`src/assert_macros.svh`:
```
// assertion macros for the rtl that checks itself
`ifndef ASSERT_MACROS_SVH
`define ASSERT_MACROS_SVH

// checked on every clock edge outside reset
`define QSS_ASSERT(lbl, prop, msg) \
  lbl: assert property (@(posedge clk) disable iff (!rst_n) prop) else $error(msg);

// checked on every clock edge, reset included
`define QSS_ASSERT_ALWAYS(lbl, prop, msg) \
  lbl: assert property (@(posedge clk) prop) else $error(msg);

`endif

```
`src/qss_pkg.sv`:
```
// shared constants and types of the quad scanline span block
package qss_pkg;

  localparam int CW       = 19;
  localparam int ROW_W    = 9;
  localparam int COLOUR_W = 32;

  localparam int SCREEN_WIDTH_DEF  = 512;
  localparam int SCREEN_HEIGHT_DEF = 512;
  localparam int FRAC_BITS_DEF     = 4;

  // numerator of a crossing: sum of two products of terms of up to CW+1 bits
  localparam int NUMW = 2 * (CW + 1) + 1;

  typedef struct packed {
    logic signed [CW-1:0] xa;
    logic signed [CW:0]   d;
    logic signed [CW:0]   dx;
    logic signed [CW:0]   dyr;
  } lane_t;

  typedef struct packed {
    logic                ok;
    lane_t [1:0]         lanes;
    logic [COLOUR_W-1:0] colour;
  } front_t;

endpackage

```
`src/qss_queue.sv`:
```
// two entry queue between front end and back end
module qss_queue import qss_pkg::*; (
  input  logic   clk,
  input  logic   rst_n,
  input  logic   wr_en,
  input  front_t wr_data,
  output logic   is_full,
  input  logic   rd_en,
  output logic   rd_valid,
  output front_t rd_data
);

  front_t     data_r [2];
  logic       wr_ptr_r, wr_ptr_nxt;
  logic       rd_ptr_r, rd_ptr_nxt;
  logic [1:0] cnt_r, cnt_nxt;

  assign is_full  = (cnt_r == 2'd2);
  assign rd_valid = (cnt_r != 2'd0);
  assign rd_data  = data_r[rd_ptr_r];

  always_comb begin
    wr_ptr_nxt = wr_ptr_r ^ wr_en;
    rd_ptr_nxt = rd_ptr_r ^ rd_en;
    cnt_nxt    = cnt_r + 2'(wr_en) - 2'(rd_en);
  end

  always_ff @(posedge clk) begin
    if (!rst_n) begin
      wr_ptr_r <= 1'b0;
      rd_ptr_r <= 1'b0;
      cnt_r    <= 2'd0;
    end else begin
      wr_ptr_r <= wr_ptr_nxt;
      rd_ptr_r <= rd_ptr_nxt;
      cnt_r    <= cnt_nxt;
    end
  end

  always_ff @(posedge clk) begin
    if (wr_en) data_r[wr_ptr_r] <= wr_data;
  end

endmodule

```
`config.mk`:
```
export PLATFORM = sky130hd
export DESIGN_NAME = qss_queue
export DESIGN_NICKNAME = d
export VERILOG_FILES = /design/src/assert_macros.svh /design/src/qss_pkg.sv /design/src/qss_queue.sv
export SDC_FILE = /design/constraint.sdc
export NUM_CORES = 1
export LEC_CHECK = 0
export BUFFER_PORTS_ARGS = -buffer_cell sky130_fd_sc_hd__clkbuf_2
export CAP_MARGIN = 20
export CELL_PAD_IN_SITES_DETAIL_PLACEMENT = 1
export CELL_PAD_IN_SITES_GLOBAL_PLACEMENT = 1
export CORE_UTILIZATION = 30
export CTS_CLUSTER_DIAMETER = 150
export DETAILED_ROUTE_END_ITERATION = 10
export GPL_TIMING_DRIVEN = 1
export PLACE_DENSITY = 0.62
export SKIP_LAST_GASP = 1
export SYNTH_ARGS = -nofsm -noshare
export SYNTH_HDL_FRONTEND = slang
export SYNTH_SLANG_ARGS = --single-unit
```
`constraint.sdc`:
```
create_clock -name clk -period 6.1 [get_ports clk]
set_input_delay 1.22 -clock clk [delete_from_list [all_inputs] [get_ports clk]]
set_output_delay 1.22 -clock clk [all_outputs]
set_load 0.05 [all_outputs]
```
; Word level (Yosys, flattened, before mapping)
; Memory sizes are Yosys's and may differ from the RTL's. A register that Yosys moved wholly into a read port is not among the register bits.
; Index checks and enable logic that the tools add are counted.
[totals]
regBits = 4
mem_bits_rw = 382
input_bits = 195
output_inout_bits = 193
elab_cells = 13
n_memories = 1
[mem_list]
columns = memory, depth, width, rd, rd_ports_with_merged_regs, wr, line_no
row1 = data_r, 2, 191, 1, 1, 1, qss_queue.sv:13  ; front_t data_r [2];
[op_classes]
add_sub_neg = 2
n_eq_ne = 1
n_mux = 3
n_bitwise = 2
reduce_logical = 1
[ops]
columns = op, n
row1 = 2-to-1 mux 1 bit, 3
row2 = adder 2 x 1 -> 2 bit, 1
row3 = "equality test 2 bit, second input constant", 1
row4 = nonzero test 2 bit, 1
row5 = subtractor 2 x 1 -> 2 bit, 1
row6 = XOR 1 bit, 2

; Depth between registers and ports, before layout
[depth]
word_depth = 2
mapped_depth = 6
depth_no_buf = 6

; Worst setup path before layout
; No wires, ideal clock.
[synth_path]
path_kind = input to register
startpoint = input port wr_en
endpoint = memory data_r[0][0] (netlist name) (enable)
setup_time_ps = 576
arrival_ps = 5646
required_time_ps = 5524
path_slack_ps = -122
path_stages = 1
path_buffers = 0
path_cell_list = ha_1
[synth_via]
elab_chain_cells = 2
[synth_rtl]
columns = item, line_no
row1 = start: declaration, qss_queue.sv:5  ; input logic wr_en,
row2 = 2-to-1 mux 1 bit, qss_queue.sv:41  ; if (wr_en) data_r[wr_ptr_r] <= wr_data;
row3 = 2-to-1 mux 1 bit (implied by the code), qss_queue.sv:41
row4 = end: declaration, qss_queue.sv:13
; Every way passes these cells.

==> summary.md <==
| Metric | Value |
|---|---|
| Pin count of the biggest net entering global routing | `103` |
| Number of buffers created by CTS | `43` |
| Antenna Cells | `0` |
| Number of cell rows | `79` |
| Gp weighted congestion | `0.709` |
| Iteration-0 DRC Markers | `221` |
| Synth Instances | `615` |
| Critical path fanouts, max | `54` |
| Synthesized area per cell | `23.0 um2` |
| H-tree levels | `2` |
| Crit path DAT | `2770 ps` |
| Number of antenna violations at the first check in global routing | `1` |
| Total half-perimeter wirelength after legalization and detailed placement | `20.3 mm` |
| Leading cell types in the layout, fill and taps excluded | `387 x sky130_fd_sc_hd__clkbuf_2, 382 x sky130_fd_sc_hd__edfxtp_1, 191 x sky130_fd_sc_hd__mux2_2` |
| Critical path's largest stage delay | `830 ps` |
| Main combinational cell family by area after synthesis | `multiplexers` |
| Hold violation total from the final report | `0` |
| Class of the most critical hold timing path | `flip-flop to flip-flop` |
| Fraction of the yosys area taken by sequential cells | `81.8%` |
| Wire length of the first global-routing pass | `45.2 mm` |
| Worst slew margin relative to its limit | `46.9%` |
| Count of input and output buffers | `387` |
| Number of detailed-routing iterations run before antenna repair | `4` |
| Setup fix buffers added after clock tree synthesis | `0` |
| Min-Delay Endpoint | `rd_ptr_r` |
| Compound-cell area share of the yosys netlist | `0%` |
| Die X-Extent | `219 um` |
| Filler cell count in the final layout | `4668` |
| Number of hold buffers added after cts | `0` |
| Warnings from Yosys | `0` |
| Clock insertion delay at the later pin of the skew report | `540 ps` |
| Synthesized netlist net count | `814` |
| Cell Area, Synth | `14100 um2` |
| Number of cell instances on the worst register-to-register path | `2` |
| Clock skew after layout | `18.2 ps` |
| Capturing point of the worst reg2reg path | `data_r[1][87]` |
| CTS tree | `built` |
| Worst path cell trace | `buf_4 -> mux2_2 -> clkbuf_2` |
| Die height | `219 um` |
| Critical path class | `flip-flop to output port` |
| IO Pins | `388` |
| Number of max-slew violations in the final report | `0` |
| Post-route minimum period | `3990 ps` |
| Total design power | `6.79 mW` |
| Synth unique cells | `12` |
| Routed Antenna Nets | `0` |
| Via-per-instance ratio | `4.28` |
| Core area | `46600 um2` |
| Power per Cell Area | `375 nW/um2` |
| Gates resized, CTS repair | `0` |
| # nets final | `1232` |
| Simple-gate share of the synthesized area | `0.310%` |
| Unrepaired setup endpoints after global routing | `false` |
| Via count of the first global-routing pass | `7685` |
| Master of the slowest instance on the critical path | `sky130_fd_sc_hd__dfxtp_4` |
| Wire length reported by the detailed router | `30.7 mm` |
| Buffer levels on the longest clock path | `3` |
| Multiplexer share of the synthesized area | `15.2%` |
| Clock root buffer | `sky130_fd_sc_hd__clkbuf_16` |
| Clock Pin Slew Worst Setup and Hold Paths | `60 ps` |
| Most common cell after layout, fill and taps aside | `sky130_fd_sc_hd__clkbuf_2` |
| Startpoint of the worst-slack reg-to-reg timing path | `wr_ptr_r` |
| Share of the clock period used by the worst path after layout | `65.4%` |
| Status | `finished clean` |
| Flip-flop and latch count after synthesis | `387` |
| Overflow after GRT | `0` |
| Total DRC errors in the routed layout | `0` |
| Die ar. | `48000 um2` |
| Share of synthesized cell area in full adder, half adder and majority cells | `0.354%` |
| Share of the synthesized netlist area taken by xor and xnor gates | `0.221%` |
| Transition time at the pin with the least slew margin | `796 ps` |
| Final total negative setup slack | `0 ps` |
| Syn-to-layout area delta | `27.8%` |
| Max Clock Freq | `0.251 GHz` |
| Effective utilization at floorplan | `30.4%` |
| Overall track demand over capacity in global routing | `12.5%` |
| Worst setup slack for register-to-register paths | `3980 ps` |
| Max-cap violation count | `0` |
| HP Start | `rd_ptr_r` |
| Sinks on Clock Net | `387` |
| Number of setup violations in the final report | `0` |
| Worst IR drop on VDD | `0.000266 V` |
| Number of instances on the worst hold path | `2` |
| Routed wirelength normalized by instance count | `18.4 um` |
| Startpoint Class | `flip-flop` |
| Routed via count | `7155` |
| Required time of the worst setup path | `4880 ps` |
| Ratio of cells with drive above 1 in the final layout | `60.8%` |
| Static Leak | `6.76 nW` |
| Endpoint class of the critical path | `output port` |
-- metrics by stage --
stage                     cells  worst slack [ps]  hold WS (ps)  cell area [um2]  utilization (%)
final                      1673              2110           603            18100             38.8
after global routing       1673              1920           638            18100             38.8
after CTS                  1673              2020           614            18100             38.8
after detailed placement   1595              2640           598            16700             35.8
after global placement     1595              2620           578            16700             35.8
after floorplan             615              1990           546            14100                -
-- sequential cells by signal, summed over array words and instances (netlist names), named ones only --
name / cells
data_r: 382
cnt_r: 2
rd_ptr_r: 1
wr_ptr_r: 1
-- critical path, delay by kind of cell (launching register included) --
kind	cells	cell delay, ps
buffers and inverters	2	850
flip-flops	1	830
multiplexers	1	430
-- cells in the mapped netlist --
library cell	n	area share [%]
sky130_fd_sc_hd__edfxtp_1	382	81
sky130_fd_sc_hd__mux2_2	191	15
sky130_fd_sc_hd__clkbuf_8	19	1.8
sky130_fd_sc_hd__dfxtp_1	5	0.71
sky130_fd_sc_hd__ha_1	4	0.35
sky130_fd_sc_hd__and2_1	3	0.13
sky130_fd_sc_hd__inv_1	3	0.080
sky130_fd_sc_hd__nor2b_1	3	0.13
sky130_fd_sc_hd__buf_6	2	0.16
sky130_fd_sc_hd__or2_2	1	0.044
sky130_fd_sc_hd__xnor3_1	1	0.16
sky130_fd_sc_hd__xor2_1	1	0.062
-- how the worst max path moves through the flow --
stage                     slack [ps]           end      start  cells after the start
after floorplan                 1990  data_r[1][0]      wr_en                      1
after global placement          2620   rd_data[30]  flip-flop                      3
after detailed placement        2640   rd_data[35]  flip-flop                      3
after CTS                       2020   rd_data[35]  flip-flop                      3
after global routing            1920   rd_data[35]  flip-flop                      3
final                           2110   rd_data[35]  flip-flop                      3
-- per-layer routing --
| layer | track usage (%) | wire length (um) | vias to the layer above |
|---|---|---|---|
| met2 | 21.3 | 15400 | 257 |
| met1 | 13.9 | 11700 | 3548 |
| li1 | - | - | 3306 |
| met4 | 4.31 | 623 | 2 |
| met3 | 5.41 | 3030 | 42 |
| met5 | 0 | 13 | - |
-- cell type report --
class	instances	area [um2]	share of cell area (%)
inverter	3	11.3	0.0623
clock buffer	54	1160	6.42
tap	607	759	4.20
timing repair buffer	394	2030	11.2
multi-input combinational	204	2300	12.7
sequential	387	11600	64.0
clock inverter	24	245	1.36
-- report_power, final --
| group | leakage, nW | total, mW | internal [mW] | switching (mW) |
|---|---|---|---|---|
| Clock | 0.685 | 2.55 | 1.56 | 0.998 |
| Sequential | 3.63 | 3.15 | 3.11 | 0.0471 |
| Combinational | 2.45 | 1.08 | 0.294 | 0.783 |
-- kinds of logic after synthesis --
kind of cell / count (synthesis)
flops: 387
simple gates: 7
mux: 191
buf+inv: 24
xor+xnor: 2
fa+ha+maj: 4
(Power assumes the default switching activity.)
