## config.mk

```make
export PLATFORM = sky130hd
export DESIGN_NAME = qss_front
export DESIGN_NICKNAME = d
export VERILOG_FILES = /design/src/assert_macros.svh /design/src/qss_pkg.sv /design/src/qss_front.sv
export SDC_FILE = /design/constraint.sdc
export NUM_CORES = 1
export LEC_CHECK = 0
export ABC_AREA = 1
export BUFFER_PORTS_ARGS = -buffer_cell sky130_fd_sc_hd__buf_2
export CAP_MARGIN = 10
export CORE_ASPECT_RATIO = 0.9
export CORE_MARGIN = 10
export CORE_UTILIZATION = 25
export DETAILED_ROUTE_END_ITERATION = 16
export PLACE_DENSITY = 0.53
export SLEW_MARGIN = 20
export SYNTH_ARGS = -nofsm -noshare
export SYNTH_HDL_FRONTEND = slang
export SYNTH_SLANG_ARGS = --single-unit
```

## constraint.sdc

```tcl
create_clock -name vclk -period 4.6
set_clock_uncertainty 0.05 [all_clocks]
set_input_delay 0.69 -clock vclk [all_inputs]
set_output_delay 0.69 -clock vclk [all_outputs]
set_load 0.01 [all_outputs]
```

## src/assert_macros.svh

```systemverilog
// assertion macros for the rtl that checks itself
`ifndef ASSERT_MACROS_SVH
`define ASSERT_MACROS_SVH

// checked on every clock edge outside reset
`define QSS_ASSERT(lbl, prop, msg) \
  lbl: assert property (@(posedge clk) disable iff (!rst_n) prop) else $error(msg);

// checked on every clock edge, reset included
`define QSS_ASSERT_ALWAYS(lbl, prop, msg) \
  lbl: assert property (@(posedge clk) prop) else $error(msg);

`endif

```

## src/qss_pkg.sv

```systemverilog
// shared constants and types of the quad scanline span block
package qss_pkg;

  localparam int CW       = 19;
  localparam int ROW_W    = 9;
  localparam int COLOUR_W = 32;

  localparam int SCREEN_WIDTH_DEF  = 512;
  localparam int SCREEN_HEIGHT_DEF = 512;
  localparam int FRAC_BITS_DEF     = 4;

  // numerator of a crossing: sum of two products of terms of up to CW+1 bits
  localparam int NUMW = 2 * (CW + 1) + 1;

  typedef struct packed {
    logic signed [CW-1:0] xa;
    logic signed [CW:0]   d;
    logic signed [CW:0]   dx;
    logic signed [CW:0]   dyr;
  } lane_t;

  typedef struct packed {
    logic                ok;
    lane_t [1:0]         lanes;
    logic [COLOUR_W-1:0] colour;
  } front_t;

endpackage

```

## src/qss_front.sv

```systemverilog
// front end: edge crossing tests, selection of the two crossing edges and the on screen row check
module qss_front import qss_pkg::*; #(
  parameter int SCREEN_HEIGHT = SCREEN_HEIGHT_DEF,
  parameter int FRAC_BITS     = FRAC_BITS_DEF
) (
  input  logic signed [CW-1:0] vx [4],
  input  logic signed [CW-1:0] vy [4],
  input  logic [ROW_W-1:0]     scan_row,
  input  logic [COLOUR_W-1:0]  colour,
  output front_t               item
);

  function automatic logic [1:0] low_idx(input logic [3:0] v);
    logic [1:0] r;
    r = '0;
    for (int i = 3; i >= 0; i--) begin
      if (v[i]) r = 2'(i);
    end
    return r;
  endfunction

  logic signed [CW:0] yrow;
  logic [3:0]         cross_hit;
  lane_t              lane_all [4];
  logic [1:0]         first_idx;
  logic [1:0]         second_idx;

  assign yrow = $signed((CW+1)'(scan_row) << FRAC_BITS);

  for (genvar e = 0; e < 4; e++) begin : g_edge
    localparam int N = (e + 1) % 4;
    logic signed [CW:0] ya, yb, xa, xb;
    assign ya = {vy[e][CW-1], vy[e]};
    assign yb = {vy[N][CW-1], vy[N]};
    assign xa = {vx[e][CW-1], vx[e]};
    assign xb = {vx[N][CW-1], vx[N]};
    assign cross_hit[e] = (ya <= yrow && yb > yrow) || (yb <= yrow && ya > yrow);
    assign lane_all[e].xa  = vx[e];
    assign lane_all[e].d   = yb - ya;
    assign lane_all[e].dx  = xb - xa;
    assign lane_all[e].dyr = yrow - ya;
  end

  assign first_idx  = low_idx(cross_hit);
  assign second_idx = low_idx(cross_hit & ~(4'b0001 << first_idx));

  always_comb begin
    item.ok       = ($countones(cross_hit) == 2) && (32'(scan_row) < SCREEN_HEIGHT);
    item.lanes[0] = lane_all[first_idx];
    item.lanes[1] = lane_all[second_idx];
    item.colour   = colour;
  end

endmodule

```

* After elaboration in Yosys (flattened, before gate mapping) *
Index checks and enable logic that the tools add are counted.

word-level totals
  output and inout bits = 191
  input bits = 193
  register bits = 0

cells by class
  magnitude comparators = 10
  muxes and demuxes = 14
  shift operators = 1
  bitwise logic cells = 4
  reduce and logical (&&, ||, !) cells = 12
  equal/unequal tests = 1
  $add $sub $neg = 15

operators with widths
  operator               count
  $bmux W79 S2           2
  $mux W79               4
  $sub A19 B19 Y20       8
  $sub A14 B19 Y20       4
  $gt A19 B14 Y1         4
  $le A19 B14 Y1         4
  $mux W2                8
  $logic_and A1 B1 Y1    8
  $ge A3 B3 Y1 const B   2
  $not A2 Y3             2
  $add A1 B1 Y2          2
  $and A4 B4 Y4          1
  $logic_or A1 B1 Y1     4
  $not A4 Y4             1
  $shl A1 B2 Y4 const A  1
  $add A2 B2 Y3          1
  $eq A3 B2 Y1 const B   1

* Longest topological paths before layout *
Gate-level depths: netlist of run 1.

  word-level depth = 18
  mapped depth = 22
  depth with buffers taken out = 20

* Worst setup path before layout of run 1 *
No wires, ideal clock.

  path kind = input to output
  start point = input port vy[68] in the netlist's numbering
  end point = output port item[190] in the netlist's numbering
  arrival = 3.431 ns
  stages on the path = 17
  slack = 0.429 ns
  path through = inv_1 > ha_1 > nand2_1 > inv_1 > a21oi_2 > nand3_2 > nand2_1 > nand2_1 > nand2_1 > nand2_1 > buf_2 > buf_1 > fa_1 > inv_1 > ha_1 > ha_1 > nor3b_1

RTL lines
  item         line             RTL
  from (decl)  qss_front.sv:7   input logic signed [CW-1:0] vy [4],
  to (decl)    qss_front.sv:10  output front_t item

==> results.sh, run 1 <==
export IMPL_synthAdderAreaFrac_pct=16.5
export IMPL_flops_and_latches=0
export IMPL_synth_top_family_by_area="simple AND/OR/NAND/NOR gates"
export IMPL_synth_xor_area_share_pct=9.26
export IMPL_die_width_um=285
export IMPL_numPortBuffers=320
export IMPL_vias_per_cell=5.25
export IMPL_final_core_util_pct=30.9
export IMPL_cp_slowest_cell="ha_1"
export IMPL_synth_compound_area_share_pct=19.6
export IMPL_grt_overflow=0
export IMPL_p_leak_nw=10.5
export IMPL_multiInputGateArea_sq_um=13900
export IMPL_grt_use_total_pct=23.9
export IMPL_synth_warnings=0
export IMPL_worstHoldPathType="in2out"
export IMPL_path_class="in2out"
export IMPL_gp_congestion=1.02
export IMPL_drc=0
export IMPL_crit_required_ns=3.86
export IMPL_synthCells=2911
export IMPL_fin_hold_ws_ns=1.33
export IMPL_synthMuxAreaShare_pct=0
export IMPL_antenna_found_initial=12
export IMPL_finalCriticalPeriod_ns=4.48
export IMPL_worst_slew_pin_transition_ns=0.682
export IMPL_slew_violations=0
export IMPL_cp_max_fo=8
export IMPL_die_area_sq_um=73700
export IMPL_hp_start="colour[0]"
export IMPL_max_clock_freq_mhz=223
export IMPL_layout_drive_gt1_share_pct=17.0
export IMPL_synth_area_sq_um=15800
export IMPL_relSlewSlack_pct=54.5
export IMPL_grt_start_max_net_pins=71
export IMPL_io_pin_count=384
export IMPL_yosys_area_share_simple_pct=39.9
export IMPL_core_sq_um=62600
export IMPL_ys_types=48
export IMPL_syn_avg_cell_area_sq_um=5.43
export IMPL_start_util_pct=25.2
export IMPL_grt_pass1_wl_um=134000
export IMPL_drt_iter0_drc=2680
export IMPL_synth_nets=3307
export IMPL_setup_violations=0
export IMPL_nClkBuffers=0
export IMPL_power_mw=4.12
export IMPL_hpwlAfterDp_um=80600
export IMPL_rows=87
export IMPL_yosysSeqAreaShare_pct=0
export IMPL_critPathLaunch="scan_row[2]"
export IMPL_cpMostUsedCell="nand2_1"
export IMPL_wl_per_cell_um=23.3
export IMPL_synthToLayoutAreaGrowth_pct=22.4
export IMPL_start_kind="input pin"
export IMPL_hold_end="item[0]"
export IMPL_hold_viol_final=0
export IMPL_drt_total_wl_um=94700
export IMPL_path_delay_family="simple AND/OR/NAND/NOR gates"
export IMPL_critical_path_arrival_ns=3.74
export IMPL_seq_area_sq_um=0
export IMPL_ir_drop_mv=0.0990
export IMPL_cp_cell_sequence="buf_2, ha_1, nand2_1, nor2_1, nand2_1, nand3_1, nand2_1, nand4_1, nand2_2, nand2_4, nand2_2, nand3_4, nand2_4, nand2_8, nand2_8, buf_4, buf_4, nand2_1, nand2_1, nand2_2, buf_2"
export IMPL_status="completed"
export IMPL_critical_path_max_stage_delay_ns=0.34
export IMPL_holdPathStages=0
export IMPL_dieHeight_um=259
export IMPL_detail_route_antenna_nets=0
export IMPL_cts_hold_buf=0
export IMPL_rsz0062_at_grt="false"
export IMPL_firstDrtPassIters=6
export IMPL_final_nets=3615
export IMPL_grt_pass1_vias=20000
export IMPL_fillers=7260
export IMPL_vias=21300
export IMPL_end_kind="primary output"
export IMPL_cap_violations=0
export IMPL_fin_crit_sh_pct=97.4
export IMPL_path_buf_inv=4
export IMPL_p_per_area_nw_per_um2=213
cells by family (layout without fill, tap and decap cells):
| family | Yosys count | count (layout) |
|---|---|---|
| AOI/OAI and AO/OA | 498 | 498 |
| xor gates and xnor gates | 167 | 167 |
| adders and majority gates | 203 | 203 |
| buffers and inverters | 561 | 866 |
| other | 0 | 5 |
| and+or+nand+nor | 1482 | 1483 |
layer usage:
metal / part of all wire [%] / routed length, um / track usage (%) / vias up
met5: 0.080 / 76 / 0 / -
met4: 3.0 / 2860 / 6.06 / 12
met3: 11 / 10600 / 5.30 / 124
met2: 38 / 36200 / 32.8 / 1106
met1: 47 / 45000 / 36.2 / 9852
li1: - / - / - / 10200
area by class of cell:
cell class                 instances  area share, %
antenna                            5         0.0647
inverter                         436           8.48
multi-input combinational       2351           71.8
tap                              845           5.47
timing repair buffer             430           14.2
cell usage after synthesis (3+ instances only):
| cell type | instances | area [sq um] |
|---|---|---|
| or2_1 | 4 | 25.0 |
| clkbuf_1 | 37 | 139 |
| o21ai_0 | 98 | 490 |
| nor2_2 | 4 | 25.0 |
| o21a_1 | 8 | 60.1 |
| buf_4 | 44 | 330 |
| nand3_1 | 349 | 1750 |
| o21bai_1 | 12 | 90.1 |
| buf_1 | 12 | 45.0 |
| and2_1 | 5 | 31.3 |
| xor2_1 | 113 | 990 |
| o211ai_1 | 85 | 638 |
| nand2_4 | 3 | 33.8 |
| nor2_1 | 146 | 548 |
| xnor2_1 | 54 | 473 |
| o31ai_1 | 8 | 60.1 |
| nand2_1 | 865 | 3250 |
| a31oi_1 | 16 | 100 |
| ha_1 | 194 | 2430 |
| nand4_1 | 35 | 219 |
| inv_1 | 422 | 1580 |
| or2_2 | 20 | 125 |
| a32oi_1 | 44 | 385 |
| a21boi_0 | 3 | 22.5 |
| a211oi_1 | 5 | 37.5 |
| nand2_2 | 5 | 31.3 |
| nor3_1 | 36 | 180 |
| nand3b_1 | 4 | 30.0 |
| a31o_2 | 4 | 35.0 |
| a21oi_1 | 182 | 911 |
| a21o_1 | 20 | 150 |
| buf_2 | 28 | 140 |
| buf_6 | 4 | 45.0 |
| fa_1 | 9 | 180 |
| inv_2 | 13 | 48.8 |
| o211a_1 | 5 | 50.1 |
how the worst max path moves through the flow:
| stage | to | slack (ns) | cells after the start |
|---|---|---|---|
| global route | item[179] | 0.03 | 22 |
| global placement | item[190] | -0.13 | 18 |
| finish | item[125] | 0.12 | 21 |
| floorplan | item[190] | 0.43 | 17 |
| CTS | item[177] | 0.04 | 23 |
| detailed placement | item[190] | -0.09 | 18 |
cell usage in the layout (no fill, tap or decap), drive strengths merged, types with 9 or more instances in the layout:
master,Yosys,layout
a21o,20,20
a21oi,183,183
a31oi,16,16
a32oi,44,44
buf,88,419
clkbuf,37,11
fa,9,9
ha,194,194
inv,435,435
nand2,873,874
nand3,352,352
nand4,35,35
nor2,151,151
nor3,36,36
o211ai,85,85
o21ai,100,100
o21bai,12,12
or2,24,24
xnor2,54,54
xor2,113,113
report_power, final:
group,leakage [nW],internal (mW),switching [mW]
Sequential,0,0,0
Combinational,10.5,1.38,2.74
Clock,0.0000317,0.000000146,0
Total,10.5,1.38,2.74
per-stage QoR:
step / instance area (sq um) / setup TNS, ns / worst slack [ns] / cells
3_3_place_gp: 18700 / -0.131 / -0.131 / 4047
5_1_grt: 19300 / 0 / 0.0323 / 4066
4_1_cts: 18700 / 0 / 0.0388 / 4047
2_1_floorplan: 15800 / 0 / 0.429 / 2911
3_5_place_dp: 18700 / -0.0851 / -0.0851 / 4047
6_report: 19300 / 0 / 0.120 / 4067
what timing repair did:
action,4_1_cts,5_1_grt
setup endpoints to repair,1,146
setup buffers,0,11
endpoints found under the hold margin,0,0
cloned,0,5
gates resized for setup,2,80
pin swaps,0,15
(Power assumes the default switching activity.)
==> inputs of run 2 (changes only) <==
--- a/config.mk
+++ b/config.mk
@@ -12,6 +12,7 @@
 export CORE_MARGIN = 10
 export CORE_UTILIZATION = 25
 export DETAILED_ROUTE_END_ITERATION = 16
+export MAX_ROUTING_LAYER = met4
 export PLACE_DENSITY = 0.53
 export SLEW_MARGIN = 20
 export SYNTH_ARGS = -nofsm -noshare
==> run 2 against run 1 <==
  * Via count up 0.42%
  * Worst setup slack worse by 0.091 ns
  * Fmax down 2.0%
  * Critical path type unchanged
  * Largest cell class unchanged
==> results.sh, run 2 (same netlist as run 1, synthesis figures left out) <==
export IMPL_vias_per_cell=5.28
export IMPL_ir_drop_mv=0.0895
export IMPL_layout_drive_gt1_share_pct=15.4
export IMPL_cap_violations=0
export IMPL_final_area_sq_um=19000
export IMPL_setup_violations=0
export IMPL_grt_overflow=0
export IMPL_dieHeight_um=259
export IMPL_cts_hold_buf=0
export IMPL_nClkBuffers=0
export IMPL_worst_slew_pin_transition_ns=0.716
export IMPL_drt_iter0_drc=2485
export IMPL_switching_power_mw=2.75
export IMPL_hpwlAfterDp_um=82600
export IMPL_p_clk_share_pct=0
export IMPL_final_common_cell="nand2_1"
export IMPL_critPathLaunch="scan_row[1]"
export IMPL_gp_congestion=1.04
export IMPL_start_util_pct=25.2
export IMPL_core_sq_um=62600
export IMPL_start_kind="input pin"
export IMPL_critical_path_arrival_ns=3.83
export IMPL_flops_and_latches=0
export IMPL_place_inst=4045
export IMPL_sw_frac_of_total_pct=67.3
export IMPL_detail_route_antenna_nets=0
export IMPL_hp_start="colour[0]"
export IMPL_drt_total_wl_um=96700
export IMPL_internal_power_mw=1.34
export IMPL_max_clock_freq_mhz=219
export IMPL_hold_viol_final=0
export IMPL_final_core_util_pct=30.3
export IMPL_topRoutingLayerUsed="met4"
export IMPL_p_per_area_nw_per_um2=216
export IMPL_drt_met1_wl_um=45700
export IMPL_seqPwrFrac_pct=0
export IMPL_rows=87
export IMPL_die_width_um=285
export IMPL_end_kind="primary output"
export IMPL_dpl_instance_area_sq_um=18600
export IMPL_drc=0
export IMPL_combPwrFrac_pct=100.0
export IMPL_slew_violations=0
export IMPL_io_pin_count=384
export IMPL_antenna_found_initial=8
export IMPL_relSlewSlack_pct=52.0
export IMPL_worstHoldPathType="in2out"
export IMPL_seq_area_sq_um=0
export IMPL_crit_required_ns=3.86
export IMPL_synthToLayoutAreaGrowth_pct=19.9
export IMPL_grt_pass1_vias=19800
export IMPL_grt_start_max_net_pins=66
export IMPL_rsz0062_at_grt="true"
export IMPL_final_nets=3605
export IMPL_p_leak_nw=10.5
export IMPL_final_cell_mix="861 x nand2_1, 420 x inv_1, 349 x nand3_1, 318 x buf_2, 188 x ha_1"
export IMPL_wl_per_cell_um=23.8
export IMPL_met3_length_um=11600
export IMPL_firstDrtPassIters=6
export IMPL_die_area_sq_um=73700
export IMPL_finalCriticalPeriod_ns=4.57
export IMPL_wl_met2_um=36700
export IMPL_fin_hold_ws_ns=1.33
export IMPL_numPortBuffers=320
export IMPL_grt_pass1_wl_um=134000
export IMPL_status="completed"
export IMPL_vias=21400
export IMPL_fin_cells=4061
export IMPL_path_class="in2out"
export IMPL_grt_use_total_pct=24.8
export IMPL_fin_crit_sh_pct=99.4
export IMPL_cp_max_fo=32
-- run 2: area by class of cell --
class | instances | area (sq um)
timing repair buffer | 419 | 2590
tap | 845 | 1060
antenna | 9 | 22.5
fill | 7272 | 43600
multi-input combinational | 2352 | 13600
inverter | 436 | 1640
-- run 2: power groups by stage --
stage               registers (mW)  logic, mW  clock network [mW]
CTS                              0       3.92                   0
global placement                 0       3.93                   0
finish                           0       4.09         0.000000349
detailed placement               0       3.89                   0
global route                     0       4.38         0.000000234
floorplan                        0       2.27                   0
-- run 2: worst paths after layout --
kind                  cells past startpoint  slack, ns        to
worst max-delay path                     19       0.03  item[89]
worst min-delay path                      0       1.33   item[0]
-- run 2: through the flow --
step	total power, mW	worst slack [ns]	TNS, ns
floorplan	2.27	0.429	0
global placement	3.93	-0.00240	-0.00373
detailed placement	3.89	0.0182	0
CTS	3.92	0.0435	0
global route	4.38	-0.0730	-0.152
finish	4.09	0.0292	0
-- run 2: layer usage --
metal	track usage, %	up-vias
met3	7.51	111
met5	-	-
met4	6.55	0
met2	32.5	1130
li1	-	10200
met1	35.6	9947
-- run 2: worst max-delay path: stages --
cell and delay [ns]:
buf_2 0.23, ha_1 0.33, nand2_1 0.09, nand2_1 0.09
nand2_1 0.09, nand3_1 0.10, nand2_1 0.10, nand4_1 0.31
nand2_1 0.17, nand2_2 0.10, inv_2 0.12, o21ai_1 0.08
nand2_2 0.21, nand2_2 0.09, inv_2 0.11, buf_12 0.22
nand2_1 0.08, o211ai_1 0.33, buf_2 0.27
-- run 2: timing repair --
action | in CTS | in global routing
buffers inserted | 0 | 2
resized for setup | 1 | 34
cloned | 0 | 5
endpoints found under the setup margin | 1 | 122
pin swaps | 0 | 5
hold endpoints to repair | 0 | 0
